## src/hw/rtl/rwc_pkg.sv

```systemverilog
package rwc_pkg;

   localparam int SCREEN_HEIGHT = 480;
   localparam int HALF_ROWS     = SCREEN_HEIGHT / 2;

   localparam int ROW_W    = 12;
   localparam int COL_W    = 12;
   localparam int DIR_W    = 18;
   localparam int DIST_W   = 24;
   localparam int PLAYER_W = 24;
   localparam int TEXW_W   = 11;
   localparam int HLOG_W   = 4;
   localparam int TEXEL_W  = 10;
   localparam int FACE_W   = 2;
   localparam int POS_W    = 48;
   localparam int STEP_W   = 27;
   localparam int OPND_W   = 32;
   localparam int PROD_W   = 2 * OPND_W;
   localparam int FRAC_W   = 32;
   localparam int CSR_IDX_W  = 2;
   localparam int CSR_DATA_W = 24;

   localparam int MAX_TEX_W  = 1024;
   localparam int MAX_HLOG   = 10;

   // slice height numerator is the screen height in Q16
   localparam int LH_W       = $clog2(SCREEN_HEIGHT * 65536 + 1);
   localparam int DIVIDEND_W = (LH_W > STEP_W) ? LH_W : STEP_W;
   localparam int DIVISOR_W  = (LH_W > DIST_W) ? LH_W : DIST_W;
   localparam int DIV_STEPS  = DIVIDEND_W;
   localparam int CNT_W      = $clog2(DIV_STEPS);
   localparam int OFS_W      = LH_W - 1;

   localparam logic KIND_COLUMN = 1'b0;
   localparam logic SIDE_X      = 1'b0;

   typedef enum logic [FACE_W-1:0] {
      FACE_EAST  = 2'd0,
      FACE_WEST  = 2'd1,
      FACE_SOUTH = 2'd2,
      FACE_NORTH = 2'd3
   } face_type;

   typedef enum logic [CSR_IDX_W-1:0] {
      CSR_PLAYER_X = 2'd0,
      CSR_PLAYER_Y = 2'd1,
      CSR_TEX_WIDTH = 2'd2,
      CSR_TEX_HLOG = 2'd3
   } csr_idx_type;

   typedef enum logic [1:0] {
      ALU_NOP,
      ALU_DIV_LOAD,
      ALU_DIV_STEP,
      ALU_MUL
   } alu_op_type;

   typedef enum logic [2:0] {
      OPND_LH,
      OPND_HIT,
      OPND_TX,
      OPND_STEP,
      OPND_POS
   } opnd_type;

   typedef enum logic [3:0] {
      ST_IDLE,
      ST_LH_LOAD,
      ST_LH_DIV,
      ST_HIT_MUL,
      ST_FRAC,
      ST_TX_MUL,
      ST_STEP_LOAD,
      ST_STEP_DIV,
      ST_POS_MUL,
      ST_DONE
   } state_type;

   typedef struct packed {
      logic       busy;
      alu_op_type alu_op;
      opnd_type   opnd;
      logic       lat_lh;
      logic       lat_frac;
      logic       lat_txx;
      logic       lat_step;
      logic       finish;
   } ctrl_type;

   typedef struct packed {
      logic [COL_W-1:0]   out_column;
      logic [ROW_W-1:0]   row;
      logic [FACE_W-1:0]  face;
      logic [TEXEL_W-1:0] texel_x;
      logic [TEXEL_W-1:0] texel_y;
      logic [ROW_W-1:0]   row_first;
      logic [ROW_W-1:0]   row_stop;
      logic               pixel_valid;
      logic               last_pixel;
   } rsp_type;

endpackage

```

## src/hw/rtl/rwc_if.sv

```systemverilog
interface rwc_req_if import rwc_pkg::*; ();
   logic                     valid;
   logic                     ready;
   logic                     kind;
   logic [COL_W-1:0]         column;
   logic                     side;
   logic signed [DIR_W-1:0]  dir_x;
   logic signed [DIR_W-1:0]  dir_y;
   logic [DIST_W-1:0]        wall_dist;

   modport source (output valid, kind, column, side, dir_x, dir_y, wall_dist, input ready);
   modport sink (input valid, kind, column, side, dir_x, dir_y, wall_dist, output ready);
endinterface

interface rwc_rsp_if import rwc_pkg::*; ();
   logic               valid;
   logic               ready;
   logic [COL_W-1:0]   out_column;
   logic [ROW_W-1:0]   row;
   logic [FACE_W-1:0]  face;
   logic [TEXEL_W-1:0] texel_x;
   logic [TEXEL_W-1:0] texel_y;
   logic [ROW_W-1:0]   row_first;
   logic [ROW_W-1:0]   row_stop;
   logic               pixel_valid;
   logic               last_pixel;

   modport source (output valid, out_column, row, face, texel_x, texel_y, row_first,
                   row_stop, pixel_valid, last_pixel, input ready);
   modport sink (input valid, out_column, row, face, texel_x, texel_y, row_first,
                 row_stop, pixel_valid, last_pixel, output ready);
endinterface

interface rwc_csr_if import rwc_pkg::*; ();
   logic                  valid;
   logic                  ready;
   logic [CSR_IDX_W-1:0]  index;
   logic [CSR_DATA_W-1:0] wdata;

   modport source (output valid, index, wdata, input ready);
   modport sink (input valid, index, wdata, output ready);
endinterface

```

## src/hw/rtl/rwc_alu.sv

```systemverilog
module rwc_alu import rwc_pkg::*; (
   input  logic                  clock,
   input  alu_op_type            op,
   input  logic [OPND_W-1:0]     opnd_a,
   input  logic [OPND_W-1:0]     opnd_b,
   output logic [DIVIDEND_W-1:0] quo,
   output logic [PROD_W-1:0]     prod
);

   logic [DIVISOR_W-1:0]  rem_ff, rem_in;
   logic [DIVIDEND_W-1:0] quo_ff, quo_in;
   logic [DIVISOR_W-1:0]  dvs_ff, dvs_in;
   logic [PROD_W-1:0]     prod_ff, prod_in;
   logic [DIVISOR_W:0]    shifted;
   logic [DIVISOR_W+1:0]  diff;
   logic [PROD_W-1:0]     mul_full;

   // restoring divide, one quotient bit per step
   assign shifted  = {rem_ff, quo_ff[DIVIDEND_W-1]};
   assign diff     = {1'b0, shifted} - {2'b00, dvs_ff};
   assign mul_full = opnd_a * opnd_b;

   always_comb begin
      rem_in  = rem_ff;
      quo_in  = quo_ff;
      dvs_in  = dvs_ff;
      prod_in = prod_ff;
      case (op)
         ALU_DIV_LOAD: begin
            rem_in = '0;
            quo_in = opnd_a[DIVIDEND_W-1:0];
            dvs_in = opnd_b[DIVISOR_W-1:0];
         end
         ALU_DIV_STEP: begin
            if (diff[DIVISOR_W+1]) begin
               rem_in = shifted[DIVISOR_W-1:0];
               quo_in = {quo_ff[DIVIDEND_W-2:0], 1'b0};
            end else begin
               rem_in = diff[DIVISOR_W-1:0];
               quo_in = {quo_ff[DIVIDEND_W-2:0], 1'b1};
            end
         end
         ALU_MUL: prod_in = mul_full;
         default: ;
      endcase
   end

   always_ff @(posedge clock) begin
      rem_ff  <= rem_in;
      quo_ff  <= quo_in;
      dvs_ff  <= dvs_in;
      prod_ff <= prod_in;
   end

   assign quo  = quo_ff;
   assign prod = prod_ff;

endmodule

```

## src/hw/rtl/rwc_seq.sv

```systemverilog
module rwc_seq import rwc_pkg::*; (
   input  logic     clock,
   input  logic     reset,
   input  logic     start,
   output ctrl_type ctrl
);

   state_type        state_ff, state_in;
   logic [CNT_W-1:0] cnt_ff, cnt_in;
   logic             cnt_last;

   assign cnt_last = (cnt_ff == CNT_W'(DIV_STEPS - 1));

   always_comb begin
      state_in = state_ff;
      cnt_in   = cnt_ff;
      case (state_ff)
         ST_IDLE: if (start) state_in = ST_LH_LOAD;
         ST_LH_LOAD: begin
            cnt_in   = '0;
            state_in = ST_LH_DIV;
         end
         ST_LH_DIV: begin
            cnt_in = cnt_ff + 1'b1;
            if (cnt_last) state_in = ST_HIT_MUL;
         end
         ST_HIT_MUL:   state_in = ST_FRAC;
         ST_FRAC:      state_in = ST_TX_MUL;
         ST_TX_MUL:    state_in = ST_STEP_LOAD;
         ST_STEP_LOAD: begin
            cnt_in   = '0;
            state_in = ST_STEP_DIV;
         end
         ST_STEP_DIV: begin
            cnt_in = cnt_ff + 1'b1;
            if (cnt_last) state_in = ST_POS_MUL;
         end
         ST_POS_MUL: state_in = ST_DONE;
         ST_DONE:    state_in = ST_IDLE;
         default:    state_in = ST_IDLE;
      endcase
   end

   always_comb begin
      ctrl          = '0;
      ctrl.alu_op   = ALU_NOP;
      ctrl.opnd     = OPND_LH;
      ctrl.busy     = (state_ff != ST_IDLE);
      case (state_ff)
         ST_LH_LOAD: begin
            ctrl.alu_op = ALU_DIV_LOAD;
            ctrl.opnd   = OPND_LH;
         end
         ST_LH_DIV: ctrl.alu_op = ALU_DIV_STEP;
         ST_HIT_MUL: begin
            ctrl.lat_lh = 1'b1;
            ctrl.alu_op = ALU_MUL;
            ctrl.opnd   = OPND_HIT;
         end
         ST_FRAC: ctrl.lat_frac = 1'b1;
         ST_TX_MUL: begin
            ctrl.alu_op = ALU_MUL;
            ctrl.opnd   = OPND_TX;
         end
         ST_STEP_LOAD: begin
            ctrl.lat_txx = 1'b1;
            ctrl.alu_op  = ALU_DIV_LOAD;
            ctrl.opnd    = OPND_STEP;
         end
         ST_STEP_DIV: ctrl.alu_op = ALU_DIV_STEP;
         ST_POS_MUL: begin
            ctrl.lat_step = 1'b1;
            ctrl.alu_op   = ALU_MUL;
            ctrl.opnd     = OPND_POS;
         end
         ST_DONE: ctrl.finish = 1'b1;
         default: ;
      endcase
   end

   always_ff @(posedge clock) begin
      if (reset) begin
         state_ff <= ST_IDLE;
         cnt_ff   <= '0;
      end else begin
         state_ff <= state_in;
         cnt_ff   <= cnt_in;
      end
   end

endmodule

```

## src/hw/rtl/raycast_wall_column_texture_unit.sv

```systemverilog
// Textured wall column mapper for a ray-casting renderer.
// req_bus carries column transactions (kind 0: distance, side, ray direction) and
// pixel transactions (kind 1). Every request yields exactly one response on rsp_bus.
// A column transaction computes slice height, clamped first/end rows, face and
// texture column, and sets up the texture step and start position for the rows.
// Each pixel transaction then returns the next row of that column with its texture row.
// csr_bus writes player x/y, texture width and log2 texture height; always ready;
// the user must write only while no transaction is in flight; the block does not check.
// A pixel transaction is answered in the cycle after acceptance, so pixel rows stream
// at one per cycle while the receiver stays ready. A column transaction runs two
// 27-step restoring divisions (slice height, texture step) plus three products,
// all through one shared divide/multiply unit. No request is taken until it responds.
// A single output register holds the response; a new request is taken while it is
// being drained, and a stalled receiver holds off all further requests.
// Reset clears the column state (no rows pending) and loads the register defaults:
// player 0,0, texture width 64, height log2 6.
module raycast_wall_column_texture_unit import rwc_pkg::*; (
   input  logic      clock,
   input  logic      reset,
   rwc_req_if.sink   req_bus,
   rwc_rsp_if.source rsp_bus,
   rwc_csr_if.sink   csr_bus
);

   ctrl_type ctrl;
   logic     req_accept;
   logic     start;

   logic [OPND_W-1:0]     opnd_a, opnd_b;
   logic [DIVIDEND_W-1:0] quo;
   logic [PROD_W-1:0]     prod;

   // configuration
   logic [PLAYER_W-1:0] player_x_ff, player_y_ff;
   logic [TEXW_W-1:0]   tex_width_ff;
   logic [HLOG_W-1:0]   tex_hlog_ff;
   logic [TEXW_W-1:0]   w_eff;
   logic [HLOG_W-1:0]   hlog_eff;
   logic [TEXEL_W-1:0]  ty_mask;
   logic [DIVIDEND_W-1:0] th_num;

   // latched column request
   logic [COL_W-1:0]        in_col_ff;
   logic                    in_side_ff;
   logic signed [DIR_W-1:0] in_dx_ff, in_dy_ff;
   logic [DIST_W-1:0]       in_d_ff;

   // column working values
   logic [LH_W-1:0]    lh_ff;
   logic [ROW_W-1:0]   first_ff, stop_ff;
   logic [OFS_W-1:0]   offset_ff;
   logic [FRAC_W-1:0]  frac_ff;
   logic [TEXEL_W-1:0] txx_ff;

   // slice state
   logic [ROW_W-1:0]   row_now_ff, row_end_ff;
   logic [POS_W-1:0]   tex_pos_ff;
   logic [STEP_W-1:0]  tex_step_ff;
   logic [COL_W-1:0]   cur_column_ff;
   logic [FACE_W-1:0]  cur_face_ff;
   logic [TEXEL_W-1:0] cur_texel_x_ff;

   logic      rsp_valid_ff;
   rsp_type   rsp_ff, rsp_in;

   logic [LH_W-1:0]     lh_q;
   logic [OFS_W-1:0]    half_lh;
   logic [ROW_W-1:0]    first_c, stop_c;
   logic [OFS_W-1:0]    offset_c;
   logic signed [DIR_W-1:0] dir_sel;
   logic [PLAYER_W-1:0] player_sel;
   logic [TEXEL_W-1:0]  txx_raw;
   logic [TEXEL_W-1:0]  txx_c;
   logic                flip;
   logic [STEP_W-1:0]   step_c;
   face_type            face_c;
   logic                has_row;
   logic [ROW_W-1:0]    row_next;

   rwc_seq u_seq (
      .clock (clock),
      .reset (reset),
      .start (start),
      .ctrl  (ctrl)
   );

   rwc_alu u_alu (
      .clock  (clock),
      .op     (ctrl.alu_op),
      .opnd_a (opnd_a),
      .opnd_b (opnd_b),
      .quo    (quo),
      .prod   (prod)
   );

   assign req_bus.ready = !ctrl.busy && (!rsp_valid_ff || rsp_bus.ready);
   assign req_accept    = req_bus.valid && req_bus.ready;
   assign start         = req_accept && (req_bus.kind == KIND_COLUMN);
   assign csr_bus.ready = 1'b1;

   always_comb begin
      if (tex_width_ff == '0)
         w_eff = TEXW_W'(1);
      else if (tex_width_ff > TEXW_W'(MAX_TEX_W))
         w_eff = TEXW_W'(MAX_TEX_W);
      else
         w_eff = tex_width_ff;
      hlog_eff = (tex_hlog_ff > HLOG_W'(MAX_HLOG)) ? HLOG_W'(MAX_HLOG) : tex_hlog_ff;
   end

   assign ty_mask = TEXEL_W'((TEXEL_W'(1) << hlog_eff) - 1'b1)
                    | ((hlog_eff == HLOG_W'(MAX_HLOG)) ? '1 : '0);
   assign th_num  = (DIVIDEND_W'(1) << 16) << hlog_eff;

   // slice height split into first/end rows and texture start offset
   assign lh_q    = quo[LH_W-1:0];
   assign half_lh = lh_q[LH_W-1:1];

   always_comb begin
      if (half_lh >= OFS_W'(HALF_ROWS)) begin
         first_c  = '0;
         offset_c = half_lh - OFS_W'(HALF_ROWS);
      end else begin
         first_c  = ROW_W'(HALF_ROWS) - ROW_W'(half_lh);
         offset_c = '0;
      end
      if (half_lh >= OFS_W'(SCREEN_HEIGHT - HALF_ROWS))
         stop_c = ROW_W'(SCREEN_HEIGHT - 1);
      else
         stop_c = ROW_W'(HALF_ROWS) + ROW_W'(half_lh);
   end

   // an x-facing hit runs along y, a y-facing hit along x
   assign dir_sel    = (in_side_ff == SIDE_X) ? in_dy_ff : in_dx_ff;
   assign player_sel = (in_side_ff == SIDE_X) ? player_y_ff : player_x_ff;

   assign txx_raw = prod[FRAC_W+TEXEL_W-1:FRAC_W];
   assign flip    = ((in_side_ff == SIDE_X) && (in_dx_ff > 0))
                 || ((in_side_ff != SIDE_X) && (in_dy_ff < 0));
   assign txx_c   = flip ? TEXEL_W'(w_eff - TEXW_W'(txx_raw) - TEXW_W'(1)) : txx_raw;

   // zero slice height leaves step and start position at zero
   assign step_c = (lh_ff == '0) ? '0 : quo[STEP_W-1:0];

   always_comb begin
      if (in_side_ff == SIDE_X)
         face_c = (in_dx_ff > 0) ? FACE_EAST : FACE_WEST;
      else
         face_c = (in_dy_ff > 0) ? FACE_SOUTH : FACE_NORTH;
   end

   always_comb begin
      case (ctrl.opnd)
         OPND_LH: begin
            opnd_a = OPND_W'(SCREEN_HEIGHT * 65536);
            opnd_b = OPND_W'(in_d_ff);
         end
         OPND_HIT: begin
            opnd_a = OPND_W'(dir_sel);
            opnd_b = OPND_W'(in_d_ff);
         end
         OPND_TX: begin
            opnd_a = frac_ff;
            opnd_b = OPND_W'(w_eff);
         end
         OPND_STEP: begin
            opnd_a = OPND_W'(th_num);
            opnd_b = OPND_W'(lh_ff);
         end
         OPND_POS: begin
            opnd_a = OPND_W'(offset_ff);
            opnd_b = OPND_W'(step_c);
         end
         default: begin
            opnd_a = '0;
            opnd_b = '0;
         end
      endcase
   end

   always_ff @(posedge clock) begin
      if (start) begin
         in_col_ff  <= req_bus.column;
         in_side_ff <= req_bus.side;
         in_dx_ff   <= req_bus.dir_x;
         in_dy_ff   <= req_bus.dir_y;
         in_d_ff    <= (req_bus.wall_dist == '0) ? DIST_W'(1) : req_bus.wall_dist;
      end
      if (ctrl.lat_lh) begin
         lh_ff     <= lh_q;
         first_ff  <= first_c;
         stop_ff   <= stop_c;
         offset_ff <= offset_c;
      end
      if (ctrl.lat_frac)
         frac_ff <= prod[FRAC_W-1:0] + {player_sel[15:0], 16'b0};
      if (ctrl.lat_txx)
         txx_ff <= txx_c;
   end

   assign has_row  = (row_now_ff < row_end_ff);
   assign row_next = row_now_ff + 1'b1;

   always_comb begin
      rsp_in            = '0;
      rsp_in.out_column = cur_column_ff;
      rsp_in.face       = cur_face_ff;
      rsp_in.texel_x    = cur_texel_x_ff;
      if (ctrl.finish) begin
         rsp_in.out_column = in_col_ff;
         rsp_in.face       = face_c;
         rsp_in.texel_x    = txx_ff;
         rsp_in.row_first  = first_ff;
         rsp_in.row_stop   = stop_ff;
      end else if (has_row) begin
         rsp_in.row         = row_now_ff;
         rsp_in.texel_y     = tex_pos_ff[16+TEXEL_W-1:16] & ty_mask;
         rsp_in.pixel_valid = 1'b1;
         rsp_in.last_pixel  = (row_next == row_end_ff);
      end
   end

   always_ff @(posedge clock) begin
      if (reset) begin
         player_x_ff    <= '0;
         player_y_ff    <= '0;
         tex_width_ff   <= TEXW_W'(64);
         tex_hlog_ff    <= HLOG_W'(6);
         row_now_ff     <= '0;
         row_end_ff     <= '0;
         tex_pos_ff     <= '0;
         tex_step_ff    <= '0;
         cur_column_ff  <= '0;
         cur_face_ff    <= '0;
         cur_texel_x_ff <= '0;
         rsp_valid_ff   <= 1'b0;
      end else begin
         if (csr_bus.valid) begin
            case (csr_idx_type'(csr_bus.index))
               CSR_PLAYER_X:  player_x_ff  <= csr_bus.wdata[PLAYER_W-1:0];
               CSR_PLAYER_Y:  player_y_ff  <= csr_bus.wdata[PLAYER_W-1:0];
               CSR_TEX_WIDTH: tex_width_ff <= csr_bus.wdata[TEXW_W-1:0];
               CSR_TEX_HLOG:  tex_hlog_ff  <= csr_bus.wdata[HLOG_W-1:0];
               default: ;
            endcase
         end
         if (ctrl.lat_step)
            tex_step_ff <= step_c;
         if (ctrl.finish) begin
            tex_pos_ff     <= prod[POS_W-1:0];
            row_now_ff     <= first_ff;
            row_end_ff     <= stop_ff;
            cur_column_ff  <= in_col_ff;
            cur_face_ff    <= face_c;
            cur_texel_x_ff <= txx_ff;
         end else if (req_accept && !start && has_row) begin
            tex_pos_ff <= tex_pos_ff + POS_W'(tex_step_ff);
            row_now_ff <= row_next;
         end
         if (ctrl.finish || req_accept && !start)
            rsp_valid_ff <= 1'b1;
         else if (rsp_bus.ready)
            rsp_valid_ff <= 1'b0;
      end
   end

   always_ff @(posedge clock) begin
      if (ctrl.finish || (req_accept && !start))
         rsp_ff <= rsp_in;
   end

   assign rsp_bus.valid       = rsp_valid_ff;
   assign rsp_bus.out_column  = rsp_ff.out_column;
   assign rsp_bus.row         = rsp_ff.row;
   assign rsp_bus.face        = rsp_ff.face;
   assign rsp_bus.texel_x     = rsp_ff.texel_x;
   assign rsp_bus.texel_y     = rsp_ff.texel_y;
   assign rsp_bus.row_first   = rsp_ff.row_first;
   assign rsp_bus.row_stop    = rsp_ff.row_stop;
   assign rsp_bus.pixel_valid = rsp_ff.pixel_valid;
   assign rsp_bus.last_pixel  = rsp_ff.last_pixel;

   a_busy_blocks_req: assert property (@(posedge clock) disable iff (reset)
      ctrl.busy |-> !req_bus.ready)
      else $error("request taken while a column is in progress");

   a_finish_gives_rsp: assert property (@(posedge clock) disable iff (reset)
      ctrl.finish |=> rsp_bus.valid)
      else $error("column finished without a response");

   a_row_order: assert property (@(posedge clock) disable iff (reset)
      row_now_ff <= row_end_ff)
      else $error("current row passed the end row");

   a_last_is_pixel: assert property (@(posedge clock) disable iff (reset)
      rsp_bus.valid && rsp_bus.last_pixel |-> rsp_bus.pixel_valid)
      else $error("last pixel flagged on a response without a pixel");

endmodule
```

## src/flat_wrapper.sv

```systemverilog
// flat-port wrapper written by rule: the top's interface ports become plain ports
module raycast_wall_column_texture_unit_flat import rwc_pkg::*;
  (clock, reset, req_bus_valid, req_bus_kind, req_bus_column, req_bus_side, req_bus_dir_x, req_bus_dir_y, req_bus_wall_dist, req_bus_ready, rsp_bus_valid, rsp_bus_out_column, rsp_bus_row, rsp_bus_face, rsp_bus_texel_x, rsp_bus_texel_y, rsp_bus_row_first, rsp_bus_row_stop, rsp_bus_pixel_valid, rsp_bus_last_pixel, rsp_bus_ready, csr_bus_valid, csr_bus_index, csr_bus_wdata, csr_bus_ready);
  rwc_req_if req_bus_i ();
  rwc_rsp_if rsp_bus_i ();
  rwc_csr_if csr_bus_i ();
  input  logic clock;
  input  logic reset;
  input wire logic [$bits(req_bus_i.valid)-1:0] req_bus_valid;
  input wire logic [$bits(req_bus_i.kind)-1:0] req_bus_kind;
  input wire logic [$bits(req_bus_i.column)-1:0] req_bus_column;
  input wire logic [$bits(req_bus_i.side)-1:0] req_bus_side;
  input wire logic [$bits(req_bus_i.dir_x)-1:0] req_bus_dir_x;
  input wire logic [$bits(req_bus_i.dir_y)-1:0] req_bus_dir_y;
  input wire logic [$bits(req_bus_i.wall_dist)-1:0] req_bus_wall_dist;
  output wire logic [$bits(req_bus_i.ready)-1:0] req_bus_ready;
  output wire logic [$bits(rsp_bus_i.valid)-1:0] rsp_bus_valid;
  output wire logic [$bits(rsp_bus_i.out_column)-1:0] rsp_bus_out_column;
  output wire logic [$bits(rsp_bus_i.row)-1:0] rsp_bus_row;
  output wire logic [$bits(rsp_bus_i.face)-1:0] rsp_bus_face;
  output wire logic [$bits(rsp_bus_i.texel_x)-1:0] rsp_bus_texel_x;
  output wire logic [$bits(rsp_bus_i.texel_y)-1:0] rsp_bus_texel_y;
  output wire logic [$bits(rsp_bus_i.row_first)-1:0] rsp_bus_row_first;
  output wire logic [$bits(rsp_bus_i.row_stop)-1:0] rsp_bus_row_stop;
  output wire logic [$bits(rsp_bus_i.pixel_valid)-1:0] rsp_bus_pixel_valid;
  output wire logic [$bits(rsp_bus_i.last_pixel)-1:0] rsp_bus_last_pixel;
  input wire logic [$bits(rsp_bus_i.ready)-1:0] rsp_bus_ready;
  input wire logic [$bits(csr_bus_i.valid)-1:0] csr_bus_valid;
  input wire logic [$bits(csr_bus_i.index)-1:0] csr_bus_index;
  input wire logic [$bits(csr_bus_i.wdata)-1:0] csr_bus_wdata;
  output wire logic [$bits(csr_bus_i.ready)-1:0] csr_bus_ready;
  assign req_bus_i.valid = req_bus_valid;
  assign req_bus_i.kind = req_bus_kind;
  assign req_bus_i.column = req_bus_column;
  assign req_bus_i.side = req_bus_side;
  assign req_bus_i.dir_x = req_bus_dir_x;
  assign req_bus_i.dir_y = req_bus_dir_y;
  assign req_bus_i.wall_dist = req_bus_wall_dist;
  assign req_bus_ready = req_bus_i.ready;
  assign rsp_bus_valid = rsp_bus_i.valid;
  assign rsp_bus_out_column = rsp_bus_i.out_column;
  assign rsp_bus_row = rsp_bus_i.row;
  assign rsp_bus_face = rsp_bus_i.face;
  assign rsp_bus_texel_x = rsp_bus_i.texel_x;
  assign rsp_bus_texel_y = rsp_bus_i.texel_y;
  assign rsp_bus_row_first = rsp_bus_i.row_first;
  assign rsp_bus_row_stop = rsp_bus_i.row_stop;
  assign rsp_bus_pixel_valid = rsp_bus_i.pixel_valid;
  assign rsp_bus_last_pixel = rsp_bus_i.last_pixel;
  assign rsp_bus_i.ready = rsp_bus_ready;
  assign csr_bus_i.valid = csr_bus_valid;
  assign csr_bus_i.index = csr_bus_index;
  assign csr_bus_i.wdata = csr_bus_wdata;
  assign csr_bus_ready = csr_bus_i.ready;
  raycast_wall_column_texture_unit u_core (.clock(clock), .reset(reset), .req_bus(req_bus_i), .rsp_bus(rsp_bus_i), .csr_bus(csr_bus_i));
endmodule
```

## config.mk

```make
export PLATFORM = sky130hd
export DESIGN_NAME = raycast_wall_column_texture_unit_flat
export DESIGN_NICKNAME = d
export VERILOG_FILES = /design/src/hw/rtl/rwc_pkg.sv /design/src/hw/rtl/rwc_if.sv /design/src/hw/rtl/rwc_alu.sv /design/src/hw/rtl/rwc_seq.sv /design/src/hw/rtl/raycast_wall_column_texture_unit.sv /design/src/flat_wrapper.sv
export SDC_FILE = /design/constraint.sdc
export NUM_CORES = 2
export LEC_CHECK = 0
export BUFFER_PORTS_ARGS = -buffer_cell sky130_fd_sc_hd__buf_2
export CORE_MARGIN = 1
export CORE_UTILIZATION = 60
export DETAILED_ROUTE_END_ITERATION = 7
export PLACE_DENSITY = 0.88
export SKIP_CTS_REPAIR_TIMING = 1
export SYNTH_ARGS = -nofsm -noshare
export SYNTH_HDL_FRONTEND = slang
export SYNTH_SLANG_ARGS = --single-unit
export TNS_END_PERCENT = 10
```

## constraint.sdc

```tcl
create_clock -name clock -period 18.6 [get_ports clock]
set_input_delay 0.93 -clock clock [delete_from_list [all_inputs] [get_ports clock]]
set_output_delay 0.93 -clock clock [all_outputs]
set_load 0.1 [all_outputs]
```

-- Word-level counts from Yosys, hierarchy flattened
Cells that the tools add are included.
- bits in registers: 565
- bits of input ports: 105
- output and inout bits: 75
- logic and storage cells: 161
- add/sub/neg operators: 11
- $mul: 1
- $lt $le $gt $ge: 7
- equal/unequal tests: 25
- shifts and indexed selects: 2
- multiplexer cells: 38
- bitwise gates (word level): 5
- reductions and logical operators: 34
- operators by type and width (kind ; count):
    $pmux 32 s5 ; 1
    $pmux 27 s4 ; 1
    $mux 48 ; 2
    $pmux 27 s2 ; 1
    $pmux 25 s2 ; 1
    $add 48x27->48 ; 1
    $mul 32x27->48 ; 1
    $mux 12 ; 4
    $gt 18x1->1 const B ; 2
    $pmux 4 s9 ; 1
    $add 32x32->32 ; 1
    $mux 27 ; 1
    $shl 17x4->27 const A ; 1
    $sub 26x25->27 ; 1
    $logic_not 25->1 ; 1
    $mux 25 ; 1
    $ge 24x8->1 const B ; 1
    $logic_not 24->1 ; 1
    $sub 24x8->24 const B ; 1
    $mux 11 ; 2
    $mux 10 ; 2
    $sub 10x1->10 const B ; 2
    $lt 18x1->1 const B ; 1
    $mux 18 ; 1
    other kinds (45) ; 91

-- Logic depth before layout (Yosys ltp)
- depth after elaboration: 10
- gate-level depth with buffers: 36
- depth with buffers taken out: 32

-- Modules after synthesis
Synthesis repeated with hierarchy kept, for this count alone.
- cells, all modules: 6120
- area, all modules: 60305.3 um2
- modules (own cells, without submodules) (module ; times used ; cells each ; area each (um2) ; seq. area each (um2)):
    rwc_alu ; 1 ; 4136 ; 39875.7 ; 4234.1
    raycast_wall_column_texture_unit ; 1 ; 1903 ; 19784.0 ; 10770.3
    rwc_seq ; 1 ; 81 ; 645.6 ; 180.2

-- Worst setup path after synthesis
Ideal clock, no wire load.
- path type: register -> register
- from: register u_core.u_seq.state_ff[0]
- to: register u_core.u_alu.prod_ff[41], in the netlist u_core.u_alu.prod[41] (data pin)
- library setup time: 264 ps
- data arrival time: 8375 ps
- required time: 18336 ps
- setup slack: 9962 ps
- cell stages (with the launch flop): 33
- buffers on the path: 3
- clock period less this slack: 8638 ps
- cells stage by stage: dfxtp_1 -> buf_4 -> and2b_1 -> nand2_2 -> inv_2 -> nand2_1 -> buf_2 -> o2111ai_1 -> clkbuf_1 -> nand2_1 -> fa_1 -> inv_1 -> fa_1 -> inv_1 -> fa_1 -> fa_1 -> inv_1 -> fa_1 -> fa_1 -> inv_1 -> fa_1 -> inv_1 -> ha_1 -> a21o_1 -> a21o_1 -> a21oi_1 -> o21ai_0 -> a211oi_1 -> o31ai_1 -> o31ai_1 -> o21ai_0 -> a31oi_1 -> xor2_1
- cells in the longest elaborated chain, start to end: 6
- elaborated cells between the ends (all ways): 14
- those cells by class: mul: 1; eq/ne: 8; mux: 3; reduce/logical: 2
- RTL lines (what ; RTL line ; text):
    start: declaration ; rwc_seq.sv:8 ; state_type state_ff, state_in;
    start signal: assignment ; rwc_seq.sv:86 ; state_ff <= state_in;
    $eq 4x4->1, or another cell as far along ; rwc_seq.sv:49 ; case (state_ff)
    $pmux 3 s4 (*) ; rwc_seq.sv:49 ;
    $eq 3x1->1 / $logic_not 3->1 (equally long branches) ; raycast_wall_column_texture_unit.sv:153 ; case (ctrl.opnd)
    $reduce_or 2->1 (no source line) ; - ;
    $pmux 27 s4 ; raycast_wall_column_texture_unit.sv:153 ;
    $mul 32x27->48 (*) ; rwc_alu.sv:21 ; assign mul_full = opnd_a * opnd_b;
    via u_core.u_alu.mul_full[41] ; rwc_alu.sv:16 ; logic [PROD_W-1:0] mul_full;
    end signal: assignment ; rwc_alu.sv:52 ; prod_ff <= prod_in;
    end: declaration ; rwc_alu.sv:13 ; logic [PROD_W-1:0] prod_ff, prod_in;
The timed path passes the listed nets; every way through them passes the cells marked *.
A chain may end at the register's enable or synchronous reset.

-- Worst setup path in the final report
- from: register u_core.u_seq.state_ff[3]
- to: register u_core.u_alu.prod_ff[41], in the netlist u_core.u_alu.prod[41] (data pin)
Same word-level chain as after synthesis.

==> results.yml <==
outcome:
  status: "finished with violations"
  violations: "design-rule violations"
logic_synthesis:
  avgSynthCellArea_um2: 9.53
  synth_edf_count: 379
  ys_seq_area_share_pct: 30.9
  synth.area.top_cells: "fa_1 (26%), edfxtp_1 (24%), inv_1 (7.2%), dfxtp_1 (6.7%), nand2_1 (6.4%)"
  ys_types: 101
  ys_ff_latch: 536
  synth_top_family_by_area: "adder cells"
  async_flop_share_pct: 0
  synth.area.mux_share_pct: 1.53
  synth_compound_area_share_pct: 8.41
  yosys.area_share.simple_pct: 13.9
  netlist_area_um2: 46900
  synthCells: 4925
  synth_ff_type: "edfxtp_1"
  synth_fa_ha_area_share_pct: 32.3
  yosysTopAreaCell: "fa_1"
  synthMostInstantiatedCell: "inv_1"
  synth_commonest_cells: "inv_1 (903), nand2_1 (800), fa_1 (620)"
  synth_xor_xnor_area_share_pct: 3.40
  yosys_warnings: 0
  synth_top_area_share_pct: 26.4
worst_setup_path:
  crit_type: "reg2reg"
  critPathLaunchType: "flip-flop"
  setup.worst_path.end_class: "flip-flop"
  path_common_cell: "fa_1"
  r2r_start: "u_core.u_seq.state_ff[3]"
  critical_path.slowest_cell: "a222oi_1"
  crit_start: "u_core.u_seq.state_ff[3]"
  max_stage_delay_ns: 0.96
  worstPathRequired_ns: 18.95
  cp.arrival_ns: 11.56
  cp_max_fo: 41
cts:
  cts_tree: "done"
  clk_latency_ns: 0.63
  root_buffer: "clkbuf_16"
  cts.path.max_buffers: 3
  cts_buffers: 52
  clock-sinks: 536
  path_clk_slew_ns: 0.07
  h-tree-depth: 2
grt:
  use_met3_pct: 12.5
  busiest_layer: "met2"
  grtUsageMet1_pct: 43.9
  grt.total_usage_pct: 36.9
  use_met2_pct: 55.7
  grt_pass1_wl_um: 216000
  first_global_vias: 37574
  antenna_found_initial: 4
  overflow: 0
  grt_max_degree: 86
sta:
  fin_setup_tns_ns: 0
  worst_slew_pin_slew_ns: 1.26
  max_freq_mhz: 89.2
  timing.final.crit_share_pct: 60.3
  finalHoldViolCount: 0
  setup_viol: 0
  fin_skew_ns: 0.0283
  final_max_slew_viol_count: 0
  fin_crit_ns: 11.22
  maxSlewHeadroom_pct: 16.1
  rsz0062_at_grt: "no"
die:
  rows: 102
  core_um2: 77500
  initial_core_util_pct: 60.6
  chipHeight_um: 282
  ioPinCount: 180
  die_w_um: 282
  die-area_um2: 79400
detailed_routing:
  drcViolationCount: 1
  vias_per_cell: 6.08
  dr.first_iter.drc_count: 4492
  ant_nets: 0
  drt_pass1_iterations: 8
  wl_um: 144000
  wire_per_inst_um: 23.7
  vias: 36890
placement:
  dp_hpwl_um: 104000
  place.gp.congestion: 1.02
  placed_cells: 5960
  portBuffers: 170
run:
  maxCapViolations: 0
hold_path:
  holdCritStartpoint: "u_core.player_x_ff[5]"
  min_path_type: "reg2reg"
layout:
  areaGrowthSynthToFinish_pct: 7.91
  drive_gt1_share_pct: 8.43
  nets: 5919
  fin_cells: 6063
pwr:
  total_leakage_power_nw: 22.4
  ir_drop_uv: 314
  pwr_density_cell_nw_per_um2: 161
## report_power, final
group          total, W  switching (W)  internal, W
logic           0.00515        0.00346      0.00170
clock network   0.00116       0.000483     0.000673
registers       0.00183       0.000167      0.00166
total           0.00814        0.00411      0.00403
## cell usage in the layout (no fill, tap or decap), types with 10 or more instances in the layout
cell type | Yosys | final
a211oi_1 | 17 | 17
a21o_1 | 35 | 35
a21oi_1 | 239 | 239
a221o_1 | 18 | 18
a221oi_1 | 19 | 14
a22oi_1 | 33 | 33
and2_1 | 61 | 61
and3_1 | 17 | 16
buf_2 | 12 | 169
buf_4 | 4 | 77
clkbuf_16 | 0 | 55
dfxtp_1 | 157 | 157
edfxtp_1 | 379 | 379
fa_1 | 620 | 620
ha_1 | 220 | 219
inv_1 | 903 | 903
mux2_2 | 30 | 30
mux2i_1 | 38 | 38
nand2_1 | 800 | 795
nand2b_1 | 24 | 24
nand3_1 | 45 | 44
nand4_1 | 13 | 13
nor2_1 | 436 | 435
nor2b_1 | 31 | 31
nor3_1 | 29 | 26
nor4_1 | 31 | 31
o21a_1 | 20 | 20
o21ai_0 | 64 | 63
o21bai_1 | 16 | 16
or3_1 | 10 | 10
xnor2_1 | 135 | 135
xor2_1 | 43 | 43
## metrics by stage
stage	worst slack (ns)	cell area, um^2	util [%]	total power, W	hold WS [ns]
6_report	7.38	50700	65.4	0.00814	0.454
5_1_grt	7.24	50600	65.4	0.00849	0.456
4_1_cts	7.70	50600	65.4	0.00799	0.455
3_5_place_dp	7.76	48800	63.0	0.00682	0.445
3_3_place_gp	7.91	48800	63.0	0.00664	0.433
2_1_floorplan	9.96	47000	-	0.00500	0.424
## state kept, by name (all words and copies together), names as in the netlist, 12 cells and up
register / count
u_core.u_alu.prod: 42
u_core.frac_ff: 32
u_core.u_alu.quo: 27
u_core.tex_pos_ff: 26
u_core.tex_step_ff: 26
u_core.lh_ff: 25
u_core.u_alu.dvs_ff: 25
u_core.u_alu.rem_ff: 25
u_core.in_d_ff: 24
u_core.offset_ff: 24
u_core.in_dx_ff: 18
u_core.in_dy_ff: 18
u_core.player_x_ff: 16
u_core.player_y_ff: 16
u_core.cur_column_ff: 12
u_core.first_ff: 12
u_core.in_col_ff: 12
u_core.row_end_ff: 12
u_core.row_now_ff: 12
u_core.rsp_bus.out_column: 12
u_core.rsp_bus.row: 12
u_core.rsp_bus.row_first: 12
u_core.rsp_bus.row_stop: 12
u_core.stop_ff: 12
## layer usage
metal  part of all wire (%)  wire [um]  vias up
li1                       -          -    15623
met4                    9.3      13400        4
met1                     33      47400    17758
met5                  0.016         23        -
met3                     14      20400      758
met2                     43      62500     2747
## cell type report
class                      instances  area, um^2
fill                            5731       26800
clock inverter                    29         402
multi-input combinational       3226       28100
antenna                            6        15.0
timing repair buffer             246        1420
inverter                         912        3420
sequential                       536       14500
clock buffer                      68        1470
tap                             1040        1300
## path summary, 6_finish.rpt
path | slack [ns] | depth (start not counted) | end
worst min-delay path | 0.45 | 2 | u_core.player_x_ff[5]
worst max register to register | 7.38 | 28 | u_core.u_alu.prod[41]
worst max-delay path | 7.38 | 28 | u_core.u_alu.prod[41]
worst min register to register | 0.45 | 2 | u_core.player_x_ff[5]
## kinds of logic (layout without fill, tap and decap cells)
kind of cell | Yosys count | in the layout
DFF | 536 | 536
other | 2 | 12
and+or+nand+nor | 1540 | 1540
muxes | 68 | 68
AOI/OAI and AO/OA | 592 | 592
xor gates and xnor gates | 180 | 180
buffers and inverters | 1167 | 1255
adders and majority gates | 840 | 840
## worst max-delay path, delay by kind of cell (launching register included)
kind / cells / cell delay [ns]
AO/OA/AOI/OAI: 11 / 3.71
XOR/XNOR: 1 / 0.53
adder cells (fa/ha/maj): 8 / 3.63
buffers and inverters: 5 / 0.86
flip-flops: 1 / 0.76
AND/OR/NAND/NOR: 3 / 1.38
(Power assumes the default switching activity.)
